`src/rtl/rau_pkg.sv`:
```
`default_nettype none
package rau_pkg;

  localparam int unsigned ValueWidthDef = 32;
  localparam int unsigned ProdWidth = 64;

  typedef enum logic [3:0] {
    CmdNorm = 4'd0,
    CmdNeg  = 4'd1,
    CmdAdd  = 4'd2,
    CmdSub  = 4'd3,
    CmdMul  = 4'd4,
    CmdDiv  = 4'd5,
    CmdEq   = 4'd6,
    CmdNe   = 4'd7,
    CmdLt   = 4'd8,
    CmdGt   = 4'd9,
    CmdLe   = 4'd10,
    CmdGe   = 4'd11
  } cmd_e;

  typedef enum logic [1:0] {
    StOk      = 2'd0,
    StZeroDen = 2'd1,
    StDivZero = 2'd2,
    StOvf     = 2'd3
  } status_e;

  // Controller to datapath.
  typedef struct packed {
    logic load;     // capture operands
    logic mul_a;    // first product pair
    logic mul_b;    // second product pair
    logic form;     // form n, d
    logic gcd_init; // load gcd operands
    logic mod_init; // start one remainder
    logic mod_step; // one restoring-division bit
    logic mod_done; // swap after remainder
    logic div_init; // start dividing by the gcd
    logic div_step; // one quotient bit
    logic finish;   // build result register
  } rau_cmd_t;

  // Datapath to controller.
  typedef struct packed {
    logic early;    // result known without reduction
    logic y_zero;   // gcd second operand is zero
    logic cnt_zero; // bit counter exhausted
  } rau_stat_t;

endpackage
`default_nettype wire

```
`src/rtl/rau_ctrl.sv`:
```
`default_nettype none
module rau_ctrl
  import rau_pkg::*;
(
  input  wire logic      clk_i,
  input  wire logic      rst_ni,
  input  wire logic      in_valid_i,
  output logic           in_ready_o,
  output logic           out_valid_o,
  input  wire logic      out_ready_i,
  input  wire rau_stat_t stat_i,
  output rau_cmd_t       cmd_o
);

  localparam logic [3:0] SIdle = 4'd0, SMulA = 4'd1, SMulB = 4'd2, SForm = 4'd3,
    SCheck = 4'd4, SModI = 4'd5, SMod = 4'd6, SModD = 4'd7, SDivI = 4'd8,
    SDiv = 4'd9, SFin = 4'd10, SOut = 4'd11, SDivI2 = 4'd12, SDiv2 = 4'd13;

  logic [3:0] state_q, state_d;

  always_comb begin
    state_d = state_q;
    cmd_o = '0;
    in_ready_o = (state_q == SIdle);
    out_valid_o = (state_q == SOut);
    case (state_q)
      SIdle: if (in_valid_i) begin cmd_o.load = 1'b1; state_d = SMulA; end
      SMulA: begin cmd_o.mul_a = 1'b1; state_d = SMulB; end
      SMulB: begin cmd_o.mul_b = 1'b1; state_d = SForm; end
      SForm: begin cmd_o.form = 1'b1; state_d = SCheck; end
      SCheck: begin
        if (stat_i.early) state_d = SFin;
        else begin cmd_o.gcd_init = 1'b1; state_d = SModI; end
      end
      SModI: begin
        if (stat_i.y_zero) state_d = SDivI;
        else begin cmd_o.mod_init = 1'b1; state_d = SMod; end
      end
      SMod: begin
        if (stat_i.cnt_zero) begin cmd_o.mod_done = 1'b1; state_d = SModI; end
        else cmd_o.mod_step = 1'b1;
      end
      SDivI: begin cmd_o.div_init = 1'b1; state_d = SDiv; end
      SDiv: begin cmd_o.div_step = 1'b1; if (stat_i.cnt_zero) state_d = SDivI2; end
      SDivI2: begin cmd_o.div_init = 1'b1; state_d = SDiv2; end
      SDiv2: begin cmd_o.div_step = 1'b1; if (stat_i.cnt_zero) state_d = SFin; end
      SFin: begin cmd_o.finish = 1'b1; state_d = SOut; end
      SOut: if (out_ready_i) state_d = SIdle;
      default: state_d = SIdle;
    endcase
    if ((state_q == SDiv || state_q == SDiv2) && stat_i.cnt_zero) cmd_o.div_step = 1'b0;
  end

  always_ff @(posedge clk_i or negedge rst_ni) begin
    if (!rst_ni) state_q <= SIdle;
    else state_q <= state_d;
  end

endmodule
`default_nettype wire

```
`config.mk`:
```
export PLATFORM = sky130hd
export DESIGN_NAME = rau_ctrl
export DESIGN_NICKNAME = d
export VERILOG_FILES = /design/src/rtl/rau_pkg.sv /design/src/rtl/rau_ctrl.sv
export SDC_FILE = /design/constraint.sdc
export NUM_CORES = 1
export LEC_CHECK = 0
export BUFFER_PORTS_ARGS = -buffer_cell sky130_fd_sc_hd__buf_2
export CORE_AREA = 2 2 39 41
export DETAILED_ROUTE_END_ITERATION = 12
export DIE_AREA = 0 0 41 43
export GPL_TIMING_DRIVEN = 0
export HOLD_SLACK_MARGIN = 0.06
export MAX_ROUTING_LAYER = met4
export PLACE_DENSITY = 0.6
export SLEW_MARGIN = 20
export SYNTH_ARGS = -nofsm -noshare
export SYNTH_HDL_FRONTEND = slang
export SYNTH_SLANG_ARGS = --single-unit
```
`constraint.sdc`:
```
create_clock -name clk_i -period 2.3 [get_ports clk_i]
set_input_delay 0.46 -clock clk_i [delete_from_list [all_inputs] [get_ports clk_i]]
set_output_delay 0.46 -clock clk_i [all_outputs]
set_load 0.01 [all_outputs]
```
# Yosys cells after proc, flatten, opt, wreduce, memory -nomap -nowiden
# Cells that the tools add are included.
[word_totals] regBits=4 in_bits=7 output_inout_bits=13 elab_cells=48
[classes] muxes=24 eq_ne=17 n_reduce_logical=6
[ops] cell="case mux 4 bit (13 select lines)" count=1
[ops] cell="2-to-1 mux 4 bit" count=7
[ops] cell="equality test 4 bit, second input constant" count=6
[ops] cell="2-to-1 mux 1 bit" count=15
[ops] cell="equality test 4 x 3 -> 1 bit, second input constant" count=3
[ops] cell="equality test 4 x 2 -> 1 bit, second input constant" count=2
[ops] cell="inequality test 2 bit, second input constant" count=4
[ops] cell="AND reduction 5 bit" count=1
[ops] cell="equality test 4 x 1 -> 1 bit, second input constant" count=1
[ops] cell="logical NOT 4 bit" count=1
[ops] cell="OR reduction 2 bit" count=2
[ops] cell="2-to-1 mux 2 bit" count=1
[ops] cell="inequality test 2 x 1 -> 1 bit, second input constant" count=1
[ops] cell="logical AND 1 bit" count=1
[ops] cell="logical OR 1 bit" count=1

# Logic depth before layout (Yosys ltp)
# Gate-level depths: netlist of run 1.
[logic_depth] word_depth=4 ltp_mapped=5

# Least setup slack after synthesis of run 1
# No wires, ideal clock.
[synth_path] kind="flip-flop to output port" from="register state_q[1]" to="output cmd_o[10] in the netlist's numbering" required_time_ns=1.840 path_buffers=1 stages_incl_launch_ff=4 setup_slack_ns=0.622 arrival_ns=1.218 cell_sequence="dfrtp_1 buf_2 nor4_2 and2_1"
[synth_lines] element="start, declared" line_no="rau_ctrl.sv:19" rtl="logic [3:0] state_q, state_d;"
[synth_lines] element="start signal, assigned" line_no="rau_ctrl.sv:55" rtl="if (!rst_ni) state_q <= SIdle;"
[synth_lines] element="start signal, assigned" line_no="rau_ctrl.sv:56" rtl="else state_q <= state_d;"
[synth_lines] element="end, declared" line_no="rau_ctrl.sv:12" rtl="output rau_cmd_t cmd_o"

==> metrics.cfg, run 1 <==
[clocking]
clk_pin_slew_ns = 0.04
cts_root_buf = clkbuf_4
cts_resized = 0
clk_path_buf_depth = 2
htree_levels = 1
cts_tree = done
cts.sinks = 4
insertion_delay_ns = 0.23
cts_buffers = 3

[global_routing]
grt_pass1_wl_microns = 1640
grt_antenna_before_repair = 0
grt_remaining_overflow = 0
grt_max_degree = 11
grt_usage = 0.131
grt_pass1_vias = 416

[cells_and_area]
final_core_util = 0.439
final_nets = 91
instances_no_fill = 98
drive_above_1_share = 0.402
largest_reg_flops = 4
top_regs = state_q x4
diodes = 0
area_growth_pct = 32.2
fillers = 149
top_register = state_q

[critical_path]
crit_arrival_ns = 1.45
cp-startpoint = state_q[1]
cp.required_ns = 1.84
crit_path_max_incr_delay_ns = 0.43
cp_slowest_cell = dfrtp_1
cp_common_cell = buf_2
crit_chain = buf_2 -> nor4_2 -> and2_1 -> buf_2
cp.buffers_inverters = 2
end_kind = primary output
r2r_start = state_q[2]
worst_path_dominant_cell_family = simple AND/OR/NAND/NOR gates
start_kind = flop
path_max_fanout = 10
worstSetupPathType = flop to primary output

[yosys]
synth_edf_count = 0
yosysTopAreaCellShare = 0.218
ys_seq_area_frac = 0.218
avgSynthCellArea_sq_um = 7.78
synth_common_cells = nor3_1 (8), nor2_1 (6), dfrtp_1 (4), nand2_1 (4)
synth_top_flop_cell = dfrtp_1
netlist_area_sq_um = 459
synthArstFlopShare = 1.00
synth_area_leaders = dfrtp_1 (22%), nor3_1 (8.7%), buf_6 (4.9%), nor2_1 (4.9%), a31oi_1 (4.1%)
synth_cells = 59
synth.largest_area_cell = dfrtp_1
ys_types = 31
post-synth-top-count-cell = nor3_1
synth.ff_latch_count = 4
yosysWarnings = 0
syn_nets = 66

[pwr]
p_leak_nw = 0.290
powerDensity_nw_per_um2 = 1260
ir_worst_vdd_v = 0.000445

[timing]
max_slew_margin = 0.820
rsz0062_at_grt = no
holdWs_ns = 0.561
fin_tns_setup_ns = 0
fin_ws_ns = 0.391
slew_violations = 0
fin_crit_sh = 0.830
final_hold_viol_count = 0
setup_viol = 0
worst-slew-pin-transition_ns = 0.266
max_freq_ghz = 0.524
fin_crit_ns = 1.91
skew_ns = 0.00379

[drt]
ant_nets = 0
wire_per_inst_microns = 11.6
dr.pass1.iters = 3
num_vias = 513
drc = 0
drt_iter0_drc = 15
viasPerCell = 5.23
wl_microns = 1140

[status]
status = finished, final reports clean

[floorplanning]
core_area_sq_um = 1380
start_util = 0.332
dieArea_sq_um = 1760
num_io_pins = 20
die-height_microns = 43
rows = 14
die_x_microns = 41

[place]
place_hpwl_microns = 856
gp_congestion = 0.712
portBuffers = 19
dp_cells = 94
dp_slack_ns = 0.629

[worst_hold_path]
min_path_type = input pin to asynchronous set/reset pin

[run]
drv_cap = 0

[layout by cell type (no fill, tap or decap), drive strengths merged]
| cell type | instances |
|---|---|
| a21boi | 1 |
| a21oi | 2 |
| o31ai | 1 |
| nor3 | 9 |
| dlygate4sd3 | 1 |
| o22ai | 1 |
| nand2b | 3 |
| nor2 | 6 |
| nand2 | 4 |
| dfrtp | 4 |
| o21ai | 2 |
| a31oi | 3 |
| xnor2 | 2 |
| nor3b | 2 |
| o221ai | 1 |
| clkbuf | 3 |
| mux2 | 2 |
| buf | 24 |
| nor2b | 1 |
| o211ai | 2 |
| nor4 | 2 |
| and2 | 1 |
| and2b | 1 |
| o311ai | 1 |
| inv | 3 |
[worst paths after layout]
kind,endpoint,slack (ns),cells past startpoint
max,cmd_o[10],0.39,4
min,state_q[2],0.56,2
max reg2reg,state_q[1],0.85,5
min reg2reg,state_q[0],0.64,2
max in group asynchronous,state_q[0],1.62,2
min in group clk_i,state_q[0],0.64,2
[layout make-up]
type | instances | area [sq um] | area share
flip-flops and latches | 4 | 100 | 0.165
inverters | 3 | 11.3 | 0.0186
clock buffers | 3 | 22.5 | 0.0371
multi-input cells | 47 | 308 | 0.507
plain buffers | 5 | 40.0 | 0.0660
repair buffers | 20 | 105 | 0.173
well taps | 16 | 20.0 | 0.0330
[cell families (layout without fill, tap and decap cells)]
logic type	Yosys count	in the layout	synth area share
XOR/XNOR	2	2	0.0382
AO/OA/AOI/OAI	14	14	0.223
flip-flops	4	4	0.218
AND/OR/NAND/NOR	29	29	0.360
buffers and inverters	8	31	0.112
multiplexers	2	2	0.0490
[stage by stage]
stage          cell area [sq um]  total power [mW]
2_1_floorplan                459             0.554
3_3_place_gp                 574             0.679
3_5_place_dp                 574             0.677
4_1_cts                      607             0.766
5_1_grt                      607             0.831
6_report                     607             0.763
[repair_timing]
action                    in CTS  in global routing
buffers inserted               0                  0
hold endpoints to repair       4                  0
hold buffers                   1                  0
[power by group]
group | internal, mW | total (mW) | leakage (nW) | switching (mW)
Sequential | 0.105 | 0.150 | 0.0471 | 0.0449
Combinational | 0.237 | 0.527 | 0.229 | 0.291
Clock | 0.0583 | 0.0855 | 0.0138 | 0.0272
[metal layers]
| layer | global-route usage | part of all wire | up-vias |
|---|---|---|---|
| met5 | - | 0 | - |
| met4 | 0.0200 | 0 | 0 |
| met3 | 0.0314 | 0.034 | 0 |
| met2 | 0.194 | 0.48 | 10 |
| met1 | 0.183 | 0.48 | 245 |
| li1 | - | - | 258 |
Power figures use the tool's default switching activity.
==> run 2, diff against run 1 <==
--- a/config.mk
+++ b/config.mk
@@ -12,7 +12,7 @@
 export GPL_TIMING_DRIVEN = 0
 export HOLD_SLACK_MARGIN = 0.06
 export MAX_ROUTING_LAYER = met4
-export PLACE_DENSITY = 0.6
+export PLACE_DENSITY = 0.63
 export SLEW_MARGIN = 20
 export SYNTH_ARGS = -nofsm -noshare
 export SYNTH_HDL_FRONTEND = slang
==> constraint.sdc (replaced) <==
create_clock -name clk_i -period 1.5 [get_ports clk_i]
set_input_delay 0.3 -clock clk_i [delete_from_list [all_inputs] [get_ports clk_i]]
set_output_delay 0.3 -clock clk_i [all_outputs]
set_load 0.01 [all_outputs]
==> metrics.cfg, run 2 (synthesized netlist as in run 1, its figures left out) <==
[timing]
holdWs_ns = 0.410
fin_ws_ns = -0.137
final_hold_viol_count = 0
max_freq_ghz = 0.611
max_slew_margin = 0.767
fin_tns_setup_ns = -0.699
fin_crit_sh = 1.09
worst-slew-pin-transition_ns = 0.344
setup_viol = 12
skew_ns = 0.00536
fin_crit_ns = 1.64
rsz0062_at_grt = yes
slew_violations = 0

[global_routing]
grt_max_degree = 11
grt_pass1_vias = 498
grt_pass1_wl_microns = 2150
grt_antenna_before_repair = 0
grt_remaining_overflow = 0
grt_usage = 0.178

[critical_path]
crit_chain = buf_4 -> nor3_2 -> a31oi_1 -> o31ai_2 -> mux2_1
timing.rr.end = state_q[2]
worstSetupPathType = flop to flop
r2r_cells = 5
cp.required_ns = 1.60
end_kind = flop
rrSetupSlack_ns = -0.14
path_max_fanout = 7
cp_slowest_cell = dfrtp_2
r2r_start = state_q[1]
cp-startpoint = state_q[1]
crit_path_max_incr_delay_ns = 0.41
crit_path_end = state_q[2]
start_kind = flop
crit_arrival_ns = 1.74

[cells_and_area]
drive_above_1_share = 0.670
area_growth_pct = 95.4
final_core_util = 0.648
largest_reg_flops = 4
top_register = state_q
final_common_cell = buf_2
final_nets = 109
mostFrequentLayoutCells = buf_2 (19), buf_4 (13), buf_6 (8), nor3_2 (8), nor2_1 (6)
postLayoutCellArea_sq_um = 897
top_regs = state_q x4
diodes = 0

[pwr]
p_leak_nw = 0.418
powerDensity_nw_per_um2 = 2170
ir_worst_vdd_v = 0.00117

[drt]
viasPerCell = 5.74
num_vias = 666
ant_nets = 0
wl_microns = 1810
wire_per_inst_microns = 15.6
drc = 0
dr.pass1.iters = 6
drt_iter0_drc = 32

[status]
violations = setup timing
status = complete, but fails checks

[clocking]
htree_levels = 1
clk_path_buf_depth = 2
cts_root_buf = clkbuf_4
cts_tree = done
insertion_delay_ns = 0.23
cts_buffers = 3
cts.sinks = 4
clk_pin_slew_ns = 0.04

[floorplanning]
die-height_microns = 43
start_util = 0.332
dieArea_sq_um = 1760
die_x_microns = 41
num_io_pins = 20
rows = 14
core_area_sq_um = 1380

[place]
place_hpwl_microns = 854
dp_slack_ns = -0.00469
dpl_cell_area_sq_um = 583
gp_congestion = 0.776
portBuffers = 19

[run]
drv_cap = 0

[worst_hold_path]
min_path_type = input pin to asynchronous set/reset pin

[run 2: timing repair]
item / 4_1_cts / 5_1_grt
gates resized for setup: 20 / 13
cloned: 0 / 1
pin swaps: 5 / 3
hold buffers: 1 / 0
setup endpoints to repair: 12 / 15
setup buffers: 13 / 4
hold endpoints to repair: 4 / 0
[run 2: per-stage QoR]
stage	instances	total power [mW]
floorplan	59	0.871
global placement	94	1.06
detailed placement	94	1.06
CTS	111	1.57
global route	116	2.05
finish	116	1.94
[run 2: critical path, delay by kind of cell, from the launching register on]
family          cells  cell delay, ns
flops               1            0.41
compound gates      2            0.39
mux                 1            0.38
buf+inv             1            0.16
simple gates        1            0.16
[run 2: power breakdown]
group	internal [mW]	switching (mW)
Clock	0.0895	0.0435
Sequential	0.166	0.0552
Combinational	0.813	0.778
Total	1.07	0.876
[run 2: final cells by class]
cell class                 count  area [sq um]
fill                         103           487
timing repair buffer          38           273
tap                           16          20.0
multi-input combinational     47           400
buffer                         5          65.1
clock buffer                   3          22.5
inverter                       3          13.8
sequential                     4           103
[run 2: per-layer routing]
| metal | wire length, microns | part of all wire | vias up | track usage |
|---|---|---|---|---|
| li1 | - | - | 297 | - |
| met2 | 876 | 0.48 | 43 | 0.278 |
| met4 | 33 | 0.018 | 0 | 0.0200 |
| met5 | 0 | 0 | - | - |
| met3 | 194 | 0.11 | 4 | 0.0157 |
| met1 | 708 | 0.39 | 322 | 0.252 |
[run 2: worst min-delay path by stage]
stage / cells after the start / slack, ns / end
global route: 2 / 0.41 / state_q[2]
detailed placement: 1 / 0.11 / state_q[3]
finish: 2 / 0.41 / state_q[2]
global placement: 1 / 0.10 / state_q[2]
floorplan: 0 / 0.004 / state_q[0]
CTS: 2 / 0.40 / state_q[2]
==> run 3, diff against run 2 <==
--- a/config.mk
+++ b/config.mk
@@ -9,6 +9,7 @@
 export CORE_AREA = 2 2 39 41
 export DETAILED_ROUTE_END_ITERATION = 12
 export DIE_AREA = 0 0 41 43
+export GPL_ROUTABILITY_DRIVEN = 0
 export GPL_TIMING_DRIVEN = 0
 export HOLD_SLACK_MARGIN = 0.06
 export MAX_ROUTING_LAYER = met4
==> constraint.sdc (replaced) <==
create_clock -name clk_i -period 1.5 [get_ports clk_i]
set_input_delay 0.15 -clock clk_i [delete_from_list [all_inputs] [get_ports clk_i]]
set_output_delay 0.15 -clock clk_i [all_outputs]
set_load 0.01 [all_outputs]
==> metrics.cfg, run 3 (synthesized netlist as in run 1, its figures left out) <==
[critical_path]
crit_chain = buf_6 -> nor4_4 -> and2_1 -> buf_2
cp_slowest_cell = dfrtp_2
crit_path_max_incr_delay_ns = 0.45
start_kind = flop
cp.required_ns = 1.35
cp.buffers_inverters = 2
worstSetupPathType = flop to primary output
end_kind = primary output
path_max_fanout = 8
worst_path_dominant_cell_family = flip-flops
crit_arrival_ns = 1.36

[timing]
fin_tns_setup_ns = -0.00964
worst-slew-pin-transition_ns = 0.326
fin_ws_ns = -0.00964
max_freq_ghz = 0.662
max_slew_margin = 0.779
skew_ns = 0.00210
rsz0062_at_grt = yes
setup_viol = 1
fin_crit_ns = 1.51
final_hold_viol_count = 0
fin_crit_sh = 1.01
slew_violations = 0
holdWs_ns = 0.268

[clocking]
htree_levels = 1
insertion_delay_ns = 0.23
cts.sinks = 4
cts_tree = done
clk_pin_slew_ns = 0.04
cts_root_buf = clkbuf_4
clk_path_buf_depth = 2
cts_buffers = 3

[floorplanning]
num_io_pins = 20
core_area_sq_um = 1380
die-height_microns = 43
start_util = 0.332
die_x_microns = 41
dieArea_sq_um = 1760
rows = 14

[pwr]
ir_worst_vdd_v = 0.000711
powerDensity_nw_per_um2 = 1990
power_mw = 1.32
p_leak_nw = 0.311

[cells_and_area]
instances_no_fill = 101
multi_input_area_sq_um = 324
final_common_cell = buf_2
fillers = 142
drive_above_1_share = 0.471
top_register = state_q
postLayoutCellArea_sq_um = 664
top_regs = state_q x4
final_core_util = 0.480
diodes = 0
largest_reg_flops = 4
mostFrequentLayoutCells = buf_2 (19), nor3_1 (7), nor2_1 (6)
seqCellArea_sq_um = 103
area_growth_pct = 44.7
final_nets = 94

[status]
violations = setup timing
status = complete, but fails checks

[global_routing]
grt_antenna_before_repair = 0
grt_pass1_wl_microns = 2010
grt_usage = 0.167
grt_pass1_vias = 467
grt_max_degree = 11
grt_remaining_overflow = 0

[run]
drv_cap = 0

[place]
portBuffers = 19
dp_cells = 94
place_hpwl_microns = 858
dp_slack_ns = 0.0557
dpl_cell_area_sq_um = 574

[drt]
wl_microns = 1200
drc = 0
num_vias = 527
drt_iter0_drc = 19
wire_per_inst_microns = 11.9
ant_nets = 0
dr.pass1.iters = 4
viasPerCell = 5.22

[worst_hold_path]
min_path_type = input pin to asynchronous set/reset pin

==> run 3: repair_timing <==
action,4_1_cts,5_1_grt
pin swaps,1,1
hold endpoints to repair,4,0
resized for setup,6,4
hold buffers,1,0
setup endpoints to repair,7,7
setup buffers,3,0
==> run 3: worst paths after layout <==
check	cells past startpoint	to	slack (ns)	from
setup / recovery	4	cmd_o[10]	-0.01	state_q[1]
hold / removal	2	state_q[2]	0.27	rst_ni
setup reg to reg	5	state_q[1]	0.05	state_q[2]
hold reg to reg	2	state_q[0]	0.66	state_q[3]
max in group asynchronous	2	state_q[3]	1.10	rst_ni
min in group clk_i	3	state_q[3]	0.33	stat_i[1]
==> run 3: layout make-up <==
cell class                      count  share of cell area
Tap cell                           16              0.0301
Timing Repair Buffer               23               0.192
Buffer                              5              0.0847
Multi-Input combinational cell     47               0.488
Sequential cell                     4               0.154
Clock buffer                        3              0.0339
Inverter                            3              0.0169
==> run 3: report_power, final <==
group	internal (mW)	leakage (nW)	switching [mW]
logic	0.455	0.252	0.513
clock network	0.0893	0.0138	0.0404
registers	0.166	0.0451	0.0576
==> run 3: layer usage <==
layer / track usage / wire length, microns / vias to the layer above
li1: - / - / 266
met1: 0.224 / 580 / 248
met2: 0.244 / 577 / 13
met3: 0.0471 / 43 / 0
met4: 0.0400 / 0 / 0
met5: - / 0 / -
